===== config.mk =====
export PLATFORM = sky130hd
export DESIGN_NAME = overlapping_block_framer
export DESIGN_NICKNAME = d
export VERILOG_FILES = /design/src/hdl/ofb_pkg.sv /design/src/hdl/overlapping_block_framer.sv /design/src/hdl/ofb_ram.sv /design/src/hdl/ofb_ctrl.sv /design/src/hdl/ofb_datapath.sv
export SDC_FILE = /design/constraint.sdc
export NUM_CORES = 2
export LEC_CHECK = 0
export BUFFER_PORTS_ARGS = -buffer_cell sky130_fd_sc_hd__buf_2
export CAP_MARGIN = 20
export CORE_ASPECT_RATIO = 0.7
export CORE_MARGIN = 3
export CORE_UTILIZATION = 35
export DETAILED_ROUTE_END_ITERATION = 10
export PLACE_DENSITY = 0.61
export SYNTH_ARGS = -nofsm -noshare
export SYNTH_HDL_FRONTEND = slang
export SYNTH_SLANG_ARGS = --single-unit

===== constraint.sdc =====
create_clock -name clk -period 6.3 [get_ports clk]
set_input_delay 0.315 -clock clk [delete_from_list [all_inputs] [get_ports clk]]
set_output_delay 0.315 -clock clk [all_outputs]
set_load 0.005 [all_outputs]

===== src/hdl/ofb_pkg.sv =====
// shared constants and controller/datapath interface types for the block framer
`timescale 1ns / 1ps
`default_nettype none

package ofb_pkg;

    localparam int DEF_MAX_BLOCK   = 64;
    localparam int DEF_SAMPLE_BITS = 16;

    // fixed field widths
    localparam int CFG_W     = 7;
    localparam int CFG_IDX_W = 1;
    localparam int POS_W     = 6;
    localparam int REAL_W    = 7;
    localparam int IDX_W     = 32;

    // configuration register indexes
    localparam logic [CFG_IDX_W-1:0] REG_BLOCK_LENGTH = 1'b0;
    localparam logic [CFG_IDX_W-1:0] REG_HOP_LENGTH   = 1'b1;

    localparam logic [CFG_W-1:0] BLOCK_LENGTH_RST = 7'd64;
    localparam logic [CFG_W-1:0] HOP_LENGTH_RST   = 7'd32;

    // input command codes
    localparam logic CMD_PUSH  = 1'b0;
    localparam logic CMD_FLUSH = 1'b1;

    typedef struct packed {
        logic take;
        logic issue;
    } ofb_cmd_t;

    typedef struct packed {
        logic block_go;
        logic slot_free;
        logic issue_last;
    } ofb_status_t;

endpackage

`default_nettype wire


===== src/hdl/overlapping_block_framer.sv =====
// top level of the overlapping block framer: controller plus ring datapath
// readout: a block-completing transfer starts the emit state, where each sample is
// read from the ring, then registered to the output; only such items stall input,
// until the single read port has read the block, one sample a cycle unless stalled
// reset: pointers, fill and block counter clear, block_length 64, hop_length 32;
// ring contents are not cleared and there is no clearing pass
`timescale 1ns / 1ps
`default_nettype none

module overlapping_block_framer
    import ofb_pkg::*;
#(
    parameter int MAX_BLOCK   = DEF_MAX_BLOCK,
    parameter int SAMPLE_BITS = DEF_SAMPLE_BITS
) (
    input  wire logic                          clk,
    input  wire logic                          rst_n,
    input  wire logic                          cfg_we,
    input  wire logic        [CFG_IDX_W-1:0]   cfg_index,
    input  wire logic        [CFG_W-1:0]       cfg_data,
    input  wire logic                          in_valid,
    output logic                               in_stall,
    input  wire logic                          cmd,
    input  wire logic signed [SAMPLE_BITS-1:0] sample_in,
    output logic                               out_valid,
    input  wire logic                          out_stall,
    output logic signed      [SAMPLE_BITS-1:0] sample_out,
    output logic             [POS_W-1:0]       position,
    output logic             [REAL_W-1:0]      real_count,
    output logic             [IDX_W-1:0]       block_index,
    output logic                               last_of_block,
    output logic                               end_of_data
);

    ofb_cmd_t    ctl;
    ofb_status_t sts;

    ofb_ctrl u_ctrl (
        .clk      (clk),
        .rst_n    (rst_n),
        .in_valid (in_valid),
        .in_stall (in_stall),
        .sts      (sts),
        .ctl      (ctl)
    );

    ofb_datapath #(
        .MAX_BLOCK   (MAX_BLOCK),
        .SAMPLE_BITS (SAMPLE_BITS)
    ) u_datapath (
        .clk           (clk),
        .rst_n         (rst_n),
        .cfg_we        (cfg_we),
        .cfg_index     (cfg_index),
        .cfg_data      (cfg_data),
        .cmd           (cmd),
        .sample_in     (sample_in),
        .ctl           (ctl),
        .sts           (sts),
        .out_valid     (out_valid),
        .out_stall     (out_stall),
        .sample_out    (sample_out),
        .position      (position),
        .real_count    (real_count),
        .block_index   (block_index),
        .last_of_block (last_of_block),
        .end_of_data   (end_of_data)
    );

endmodule

`default_nettype wire


===== src/hdl/ofb_ram.sv =====
// generic single-write single-read ram with registered read data
`timescale 1ns / 1ps
`default_nettype none

module ofb_ram #(
    parameter int WIDTH = 16,
    parameter int DEPTH = 64
) (
    input  wire logic                     clk,
    input  wire logic                     we,
    input  wire logic [$clog2(DEPTH)-1:0] waddr,
    input  wire logic [WIDTH-1:0]         wdata,
    input  wire logic                     re,
    input  wire logic [$clog2(DEPTH)-1:0] raddr,
    output logic      [WIDTH-1:0]         rdata
);

    logic [WIDTH-1:0] mem [DEPTH];

    always_ff @(posedge clk)
    begin
        if (we)
        begin
            mem[waddr] <= wdata;
        end
        if (re)
        begin
            rdata <= mem[raddr];
        end
    end

endmodule

`default_nettype wire


===== src/hdl/ofb_ctrl.sv =====
// control state machine of the block framer: input acceptance and read sequencing
`timescale 1ns / 1ps
`default_nettype none

module ofb_ctrl
    import ofb_pkg::*;
(
    input  wire logic        clk,
    input  wire logic        rst_n,
    input  wire logic        in_valid,
    output logic             in_stall,
    input  wire ofb_status_t sts,
    output ofb_cmd_t         ctl
);

    typedef enum logic [1:0] {
        ST_IDLE = 2'b01,
        ST_EMIT = 2'b10
    } state_t;

    state_t state_reg;
    state_t state_next;

    assign in_stall  = (state_reg != ST_IDLE);
    assign ctl.take  = in_valid && (state_reg == ST_IDLE);
    assign ctl.issue = (state_reg == ST_EMIT) && sts.slot_free;

    always_comb
    begin
        state_next = state_reg;
        unique case (state_reg)
            ST_IDLE:
            begin
                if (ctl.take && sts.block_go)
                begin
                    state_next = ST_EMIT;
                end
            end
            ST_EMIT:
            begin
                if (ctl.issue && sts.issue_last)
                begin
                    state_next = ST_IDLE;
                end
            end
            default:
            begin
                state_next = ST_IDLE;
            end
        endcase
    end

    always_ff @(posedge clk or negedge rst_n)
    begin
        if (!rst_n)
        begin
            state_reg <= ST_IDLE;
        end
        else
        begin
            state_reg <= state_next;
        end
    end

    a_no_take_while_issuing: assert property (@(posedge clk) disable iff (!rst_n)
        ctl.take |-> !ctl.issue)
        else $error("input transfer during block readout");

    a_block_closes_stall: assert property (@(posedge clk) disable iff (!rst_n)
        (ctl.take && sts.block_go) |=> in_stall)
        else $error("input not stalled after block start");

    a_reopen_after_last: assert property (@(posedge clk) disable iff (!rst_n)
        (ctl.issue && sts.issue_last) |=> !in_stall)
        else $error("input not reopened after final read");

endmodule

`default_nettype wire


===== src/hdl/ofb_datapath.sv =====
// ring store, fill tracking, read pipeline and output register of the block framer
`timescale 1ns / 1ps
`default_nettype none

module ofb_datapath
    import ofb_pkg::*;
#(
    parameter int MAX_BLOCK   = DEF_MAX_BLOCK,
    parameter int SAMPLE_BITS = DEF_SAMPLE_BITS
) (
    input  wire logic                          clk,
    input  wire logic                          rst_n,
    input  wire logic                          cfg_we,
    input  wire logic        [CFG_IDX_W-1:0]   cfg_index,
    input  wire logic        [CFG_W-1:0]       cfg_data,
    input  wire logic                          cmd,
    input  wire logic signed [SAMPLE_BITS-1:0] sample_in,
    input  wire ofb_cmd_t                      ctl,
    output ofb_status_t                        sts,
    output logic                               out_valid,
    input  wire logic                          out_stall,
    output logic signed      [SAMPLE_BITS-1:0] sample_out,
    output logic             [POS_W-1:0]       position,
    output logic             [REAL_W-1:0]      real_count,
    output logic             [IDX_W-1:0]       block_index,
    output logic                               last_of_block,
    output logic                               end_of_data
);

    localparam int AW    = $clog2(MAX_BLOCK);
    localparam int CNT_W = $clog2(MAX_BLOCK + 1);
    localparam int SW    = CNT_W + 1;
    localparam int CW    = (CNT_W > CFG_W) ? CNT_W : CFG_W;
    localparam logic [CNT_W-1:0] MAX_CNT = CNT_W'(MAX_BLOCK);

    // modular add on ring pointers, n never exceeds the ring depth
    function automatic logic [AW-1:0] ring_add(input logic [AW-1:0] p,
                                               input logic [CNT_W-1:0] n);
        logic [SW-1:0] s;
        s = SW'(p) + SW'(n);
        if (s >= SW'(MAX_BLOCK))
        begin
            s = s - SW'(MAX_BLOCK);
        end
        return AW'(s);
    endfunction

    logic [CFG_W-1:0] blk_len_reg, blk_len_next;
    logic [CFG_W-1:0] hop_len_reg, hop_len_next;
    logic [AW-1:0]    wp_reg, wp_next;
    logic [AW-1:0]    bs_reg, bs_next;
    logic [AW-1:0]    rd_ptr_reg, rd_ptr_next;
    logic [CNT_W-1:0] fill_reg, fill_next;
    logic [CNT_W-1:0] len_reg, len_next;
    logic [CNT_W-1:0] real_reg, real_next;
    logic [CNT_W-1:0] pos_cnt_reg, pos_cnt_next;
    logic             final_reg, final_next;
    logic [IDX_W-1:0] idx_reg, idx_next;
    logic [IDX_W-1:0] cnt_reg, cnt_next;
    logic             s1_valid_reg, s1_valid_next;
    logic             out_valid_reg;

    logic [CNT_W-1:0] s1_pos_reg;
    logic [CNT_W-1:0] s1_real_reg;
    logic [IDX_W-1:0] s1_idx_reg;
    logic             s1_pad_reg;
    logic             s1_last_reg;
    logic             s1_eod_reg;

    logic signed [SAMPLE_BITS-1:0] sample_out_reg;
    logic [POS_W-1:0]              position_reg;
    logic [REAL_W-1:0]             real_count_reg;
    logic [IDX_W-1:0]              block_index_reg;
    logic                          last_of_block_reg;
    logic                          end_of_data_reg;

    logic [CW-1:0]          blk_w, hop_w, b_w, h_w;
    logic [CNT_W-1:0]       eff_b, eff_h;
    logic                   full;
    logic [AW-1:0]          bs_a;
    logic [CNT_W-1:0]       fill_a, fill_p, real_f, adv_f;
    logic                   is_push, push_go, flush_go, go;
    logic                   load2;
    logic [SAMPLE_BITS-1:0] ram_rdata;

    // registers clamped to 1..MAX_BLOCK and 1..block length
    assign blk_w = CW'(blk_len_reg);
    assign hop_w = CW'(hop_len_reg);
    assign b_w   = (blk_w == '0) ? CW'(1)
                 : ((blk_w > CW'(MAX_BLOCK)) ? CW'(MAX_BLOCK) : blk_w);
    assign h_w   = (hop_w == '0) ? CW'(1) : ((hop_w > b_w) ? b_w : hop_w);
    assign eff_b = CNT_W'(b_w);
    assign eff_h = CNT_W'(h_w);

    // a push into a full store drops the oldest sample
    assign is_push  = (cmd == CMD_PUSH);
    assign full     = (fill_reg == MAX_CNT);
    assign bs_a     = full ? ring_add(bs_reg, CNT_W'(1)) : bs_reg;
    assign fill_a   = full ? (MAX_CNT - CNT_W'(1)) : fill_reg;
    assign fill_p   = fill_a + CNT_W'(1);
    assign push_go  = (fill_p >= eff_b);
    assign real_f   = (fill_reg < eff_b) ? fill_reg : eff_b;
    assign adv_f    = (real_f < eff_h) ? real_f : eff_h;
    assign flush_go = (fill_reg != '0);
    assign go       = is_push ? push_go : flush_go;

    assign load2 = !out_valid_reg || !out_stall;

    assign sts.block_go   = go;
    assign sts.slot_free  = !s1_valid_reg || load2;
    assign sts.issue_last = (pos_cnt_reg == (len_reg - CNT_W'(1)));

    always_comb
    begin
        blk_len_next  = blk_len_reg;
        hop_len_next  = hop_len_reg;
        wp_next       = wp_reg;
        bs_next       = bs_reg;
        rd_ptr_next   = rd_ptr_reg;
        fill_next     = fill_reg;
        len_next      = len_reg;
        real_next     = real_reg;
        pos_cnt_next  = pos_cnt_reg;
        final_next    = final_reg;
        idx_next      = idx_reg;
        cnt_next      = cnt_reg;

        if (cfg_we)
        begin
            unique case (cfg_index)
                REG_BLOCK_LENGTH: blk_len_next = cfg_data;
                REG_HOP_LENGTH:   hop_len_next = cfg_data;
            endcase
        end

        if (ctl.take)
        begin
            if (is_push)
            begin
                wp_next = ring_add(wp_reg, CNT_W'(1));
                if (push_go)
                begin
                    fill_next = fill_p - eff_h;
                    bs_next   = ring_add(bs_a, eff_h);
                end
                else
                begin
                    fill_next = fill_p;
                    bs_next   = bs_a;
                end
            end
            else if (flush_go)
            begin
                fill_next = fill_reg - adv_f;
                bs_next   = ring_add(bs_reg, adv_f);
            end

            // block state is committed up front, the readout walks from the old start
            if (go)
            begin
                rd_ptr_next  = is_push ? bs_a : bs_reg;
                len_next     = eff_b;
                real_next    = is_push ? eff_b : real_f;
                final_next   = !is_push && (fill_reg == adv_f);
                idx_next     = cnt_reg;
                cnt_next     = cnt_reg + IDX_W'(1);
                pos_cnt_next = '0;
            end
        end

        if (ctl.issue)
        begin
            rd_ptr_next  = ring_add(rd_ptr_reg, CNT_W'(1));
            pos_cnt_next = pos_cnt_reg + CNT_W'(1);
        end

        if (ctl.issue)
        begin
            s1_valid_next = 1'b1;
        end
        else if (load2)
        begin
            s1_valid_next = 1'b0;
        end
        else
        begin
            s1_valid_next = s1_valid_reg;
        end
    end

    always_ff @(posedge clk or negedge rst_n)
    begin
        if (!rst_n)
        begin
            blk_len_reg   <= BLOCK_LENGTH_RST;
            hop_len_reg   <= HOP_LENGTH_RST;
            wp_reg        <= '0;
            bs_reg        <= '0;
            rd_ptr_reg    <= '0;
            fill_reg      <= '0;
            len_reg       <= '0;
            real_reg      <= '0;
            pos_cnt_reg   <= '0;
            final_reg     <= 1'b0;
            idx_reg       <= '0;
            cnt_reg       <= '0;
            s1_valid_reg  <= 1'b0;
            out_valid_reg <= 1'b0;
        end
        else
        begin
            blk_len_reg  <= blk_len_next;
            hop_len_reg  <= hop_len_next;
            wp_reg       <= wp_next;
            bs_reg       <= bs_next;
            rd_ptr_reg   <= rd_ptr_next;
            fill_reg     <= fill_next;
            len_reg      <= len_next;
            real_reg     <= real_next;
            pos_cnt_reg  <= pos_cnt_next;
            final_reg    <= final_next;
            idx_reg      <= idx_next;
            cnt_reg      <= cnt_next;
            s1_valid_reg <= s1_valid_next;
            if (load2)
            begin
                out_valid_reg <= s1_valid_reg;
            end
        end
    end

    // tags that travel alongside the ram read
    always_ff @(posedge clk)
    begin
        if (ctl.issue)
        begin
            s1_pos_reg  <= pos_cnt_reg;
            s1_real_reg <= real_reg;
            s1_idx_reg  <= idx_reg;
            s1_pad_reg  <= (pos_cnt_reg >= real_reg);
            s1_last_reg <= sts.issue_last;
            s1_eod_reg  <= sts.issue_last && final_reg;
        end
        if (load2 && s1_valid_reg)
        begin
            sample_out_reg    <= s1_pad_reg ? '0 : ram_rdata;
            position_reg      <= POS_W'(s1_pos_reg);
            real_count_reg    <= REAL_W'(s1_real_reg);
            block_index_reg   <= s1_idx_reg;
            last_of_block_reg <= s1_last_reg;
            end_of_data_reg   <= s1_eod_reg;
        end
    end

    ofb_ram #(
        .WIDTH (SAMPLE_BITS),
        .DEPTH (MAX_BLOCK)
    ) u_ring (
        .clk   (clk),
        .we    (ctl.take && is_push),
        .waddr (wp_reg),
        .wdata (sample_in),
        .re    (ctl.issue),
        .raddr (rd_ptr_reg),
        .rdata (ram_rdata)
    );

    assign out_valid     = out_valid_reg;
    assign sample_out    = sample_out_reg;
    assign position      = position_reg;
    assign real_count    = real_count_reg;
    assign block_index   = block_index_reg;
    assign last_of_block = last_of_block_reg;
    assign end_of_data   = end_of_data_reg;

    a_fill_bounded: assert property (@(posedge clk) disable iff (!rst_n)
        fill_reg <= MAX_CNT)
        else $error("fill count beyond ring depth");

    a_read_slot_free: assert property (@(posedge clk) disable iff (!rst_n)
        ctl.issue |-> (!s1_valid_reg || load2))
        else $error("read issued over an unconsumed read");

    a_eod_on_last: assert property (@(posedge clk) disable iff (!rst_n)
        (s1_valid_reg && s1_eod_reg) |-> s1_last_reg)
        else $error("end of data away from block end");

endmodule

`default_nettype wire


==> metrics.yaml <==
yosys:
  synthTopCellsByArea: "edfxtp_1, mux4_2, dfrtp_1, ha_1, nand2_1"
  avgSynthCellArea_um2: 20.0
  yosysUniqueCellTypes: 67
  synth_seq_cells: 1280
  ys_seq_area_share_pct: 74.2
  synth-edff-count: 1151
  synth_area_um2: 50900
  synth_nets: 2644
  async_reset_ff_share_pct: 10.1
  synth_area_leader_cell: "edfxtp_1"
  yosys_warnings: 0
  synthFlopType: "edfxtp_1"
  syn_inst: 2548
  synth_top_area_share_pct: 67.9
setup_path:
  critPathLaunchType: "flop"
  crit_fanout: 8
  r2r_start: "u_datapath.blk_len_reg[6]$_DFFE_PN1P_"
  rr_worst_depth: 26
  worstSetupEndpointType: "flop"
  crit_required_ns: 6.92
  startpoint: "u_datapath.blk_len_reg[6]$_DFFE_PN1P_"
  crit_arrival_ns: 6.46
  path_class: "reg2reg"
global_routing:
  gr-total-overflow: 0
  top_usage_layer: "met1"
  grtUsageTotal_pct: 15.7
  grt_max_degree: 123
  grt_antenna_before_repair: 14
  grt_pass1_vias: 24706
  grtUsageMet3_pct: 3.83
  met2_usage_pct: 22.3
  grt_pass1_wl_um: 173000
  gr-usage-met1_pct: 24.0
sta:
  setup_tns_ns: 0
  setup_viol: 0
  slew_headroom_pct: 26.4
  fmax_mhz: 171
  hold_viol: 0
  finClkSkew_ns: 0.0270
  layout_min_cycle_time_ns: 5.84
  slew_violations: 0
  finalCritPeriodShare_pct: 92.7
  rsz0062_at_grt: "false"
  hold_ws_ns: 0.0622
  worst_pin_slew_ns: 1.10
hold_path:
  min_path_cells: 1
  worstHoldPathType: "in2reg"
  hold_start: "sample_in[5]"
detailed_routing:
  post_drt_wl_per_cell_um: 24.7
  ant_nets: 0
  via_per_inst: 5.21
  dr_total_vias: 24901
  wirelength_um: 118000
  dr.pass1.iters: 7
  drc: 0
  drtIter0Drc: 2774
layout:
  fin_nets: 2877
  areaGrowthSynthToFinish_pct: 15.4
  top_register: "u_datapath.u_ring.mem"
  utilization_pct: 40.9
  drive_above_1_share_pct: 29.2
  largest_reg_flops: 1024
  stdcell_count: 4775
cts:
  cts_max_level: 3
  cts.sinks: 1280
  clk_path_buf_depth: 3
  cts.clk_slew.worst_paths_ns: 0.06
  cts_buffers: 119
  cts_root_buffer: "clkbuf_16"
  clock_latency_ns: 0.75
  cts_tree: "yes"
power_and_ir_drop:
  p_leak_nw: 19.4
  p_per_area_nw_per_um2: 425
  peakVddDrop_mv: 0.295
  power.total_mw: 25.0
placed_design:
  gp_congestion: 0.813
  portBuffers: 94
  hpwl_um: 68800
  dpl.cell_count: 4522
job:
  maxCapViolations: 0
floorplan:
  start_util_pct: 35.4
  ios: 95
  dieArea_um2: 150000
  core_area_um2: 144000
  row_count: 116
  dieWidth_um: 462
  die_h_um: 325
status:
  status: "complete, no violations"
-- layout make-up --
class,count,area [um^2]
antenna,5,12.5
clock buffer,151,3160
clock inverter,71,718
fill,12631,84900
inverter,35,136
multi-input combinational,1117,12700
sequential,1280,37800
tap,1888,2360
timing repair buffer,227,1830
timing repair inverter,1,5.00
-- cell usage in the layout (no fill, tap or decap), types with 23 or more instances in the layout --
cell       Yosys  final
edfxtp_1    1151   1151
mux4_2       336    336
nand2_1      184    182
dfrtp_1      126    122
clkbuf_16      0    121
buf_4          0     98
buf_2         14     93
ha_1          62     62
nor2_2         1     61
xnor2_1       54     54
nor2_1       113     53
o21ai_0       49     48
a21oi_1       38     37
inv_1         35     33
nand3_1       32     32
nor2b_1       28     28
clkbuf_1      80     28
xor2_1        25     25
clkinv_1       0     25
a21o_1        23     23
-- through the flow --
| step | cell area, um^2 | setup WS (ns) |
|---|---|---|
| floorplan | 50900 | 0.617 |
| global placement | 54300 | 0.337 |
| detailed placement | 54500 | 0.254 |
| CTS | 58500 | 0.214 |
| global route | 58800 | 0.0403 |
| finish | 58800 | 0.460 |
-- timing repair --
| item | in CTS | in global routing |
|---|---|---|
| endpoints found under the hold margin | 79 | 16 |
| buffers inserted | 0 | 2 |
| setup endpoints to repair | 0 | 1 |
| hold buffers | 10 | 1 |
| gates resized for setup | 0 | 4 |
-- final timing paths --
| kind | end | slack, ns |
|---|---|---|
| max | u_datapath.fill_reg[6]$_DFFE_PN0P_ | 0.46 |
| max reg2reg | u_datapath.fill_reg[6]$_DFFE_PN0P_ | 0.46 |
| min reg2reg | u_datapath.position[5]$_DFFE_PP_ | 0.41 |
| min in group asynchronous | u_datapath.cnt_reg[17]$_DFFE_PN0P_ | 0.14 |
| max in group asynchronous | u_datapath.rd_ptr_reg[0]$_DFFE_PN0P_ | 4.63 |
| min | u_datapath.u_ring.mem[42][5]$_DFFE_PP_ | 0.06 |
-- Yosys cell counts, drive strengths merged (25+ instances only) --
library cell	count
nand3	32
xnor2	54
mux4	336
nor2b	28
xor2	25
o21ai	50
buf	35
nor2	114
clkbuf	81
nand2	184
ha	62
a21oi	38
inv	35
dfrtp	126
edfxtp	1151
-- report_power, final --
part	leakage, nW	switching [mW]	internal (mW)
Combinational	5.51	4.06	3.51
Clock	1.87	3.15	3.97
Sequential	12.1	0.568	9.70
Total	19.4	7.78	17.2
-- cells by family (layout without fill, tap and decap cells) --
| logic type | after synthesis | in the layout | share of synthesized area [%] |
|---|---|---|---|
| AO/OA/AOI/OAI | 157 | 157 | 2.01 |
| XOR/XNOR | 79 | 79 | 1.36 |
| adder cells (fa/ha/maj) | 66 | 66 | 1.68 |
| buffers and inverters | 151 | 485 | 1.15 |
| flip-flops | 1280 | 1280 | 74.2 |
| multiplexers | 365 | 365 | 15.5 |
| other | 0 | 5 | 0 |
| AND/OR/NAND/NOR | 450 | 450 | 4.09 |
-- routing by layer --
metal | share of wire [%] | vias to the layer above
met5 | 0.020 | -
met3 | 8.2 | 159
met1 | 46 | 13094
li1 | - | 10771
met4 | 2.1 | 4
met2 | 44 | 873
-- worst max-delay path, stage by stage (launching register included) --
cell	delay, ns
dfstp_2	0.64
clkinvlp_4	0.21
nand2_1	0.15
ha_1	0.23
and3_1	0.22
a221oi_2	0.35
a2bb2oi_2	0.18
nor2b_1	0.14
a31oi_1	0.04
or2_2	0.33
ha_1	0.32
a21o_1	0.19
a21o_1	0.18
a21o_1	0.21
o21bai_2	0.25
o21ai_1	0.21
ha_1	0.18
inv_1	0.06
fa_1	0.43
a21o_1	0.17
a21oi_1	0.22
nor2b_1	0.08
o21ai_0	0.17
nand2b_1	0.14
o2111a_1	0.17
a41oi_1	0.16
nand3_1	0.09
No activity file was read; power rests on OpenSTA's default activity.
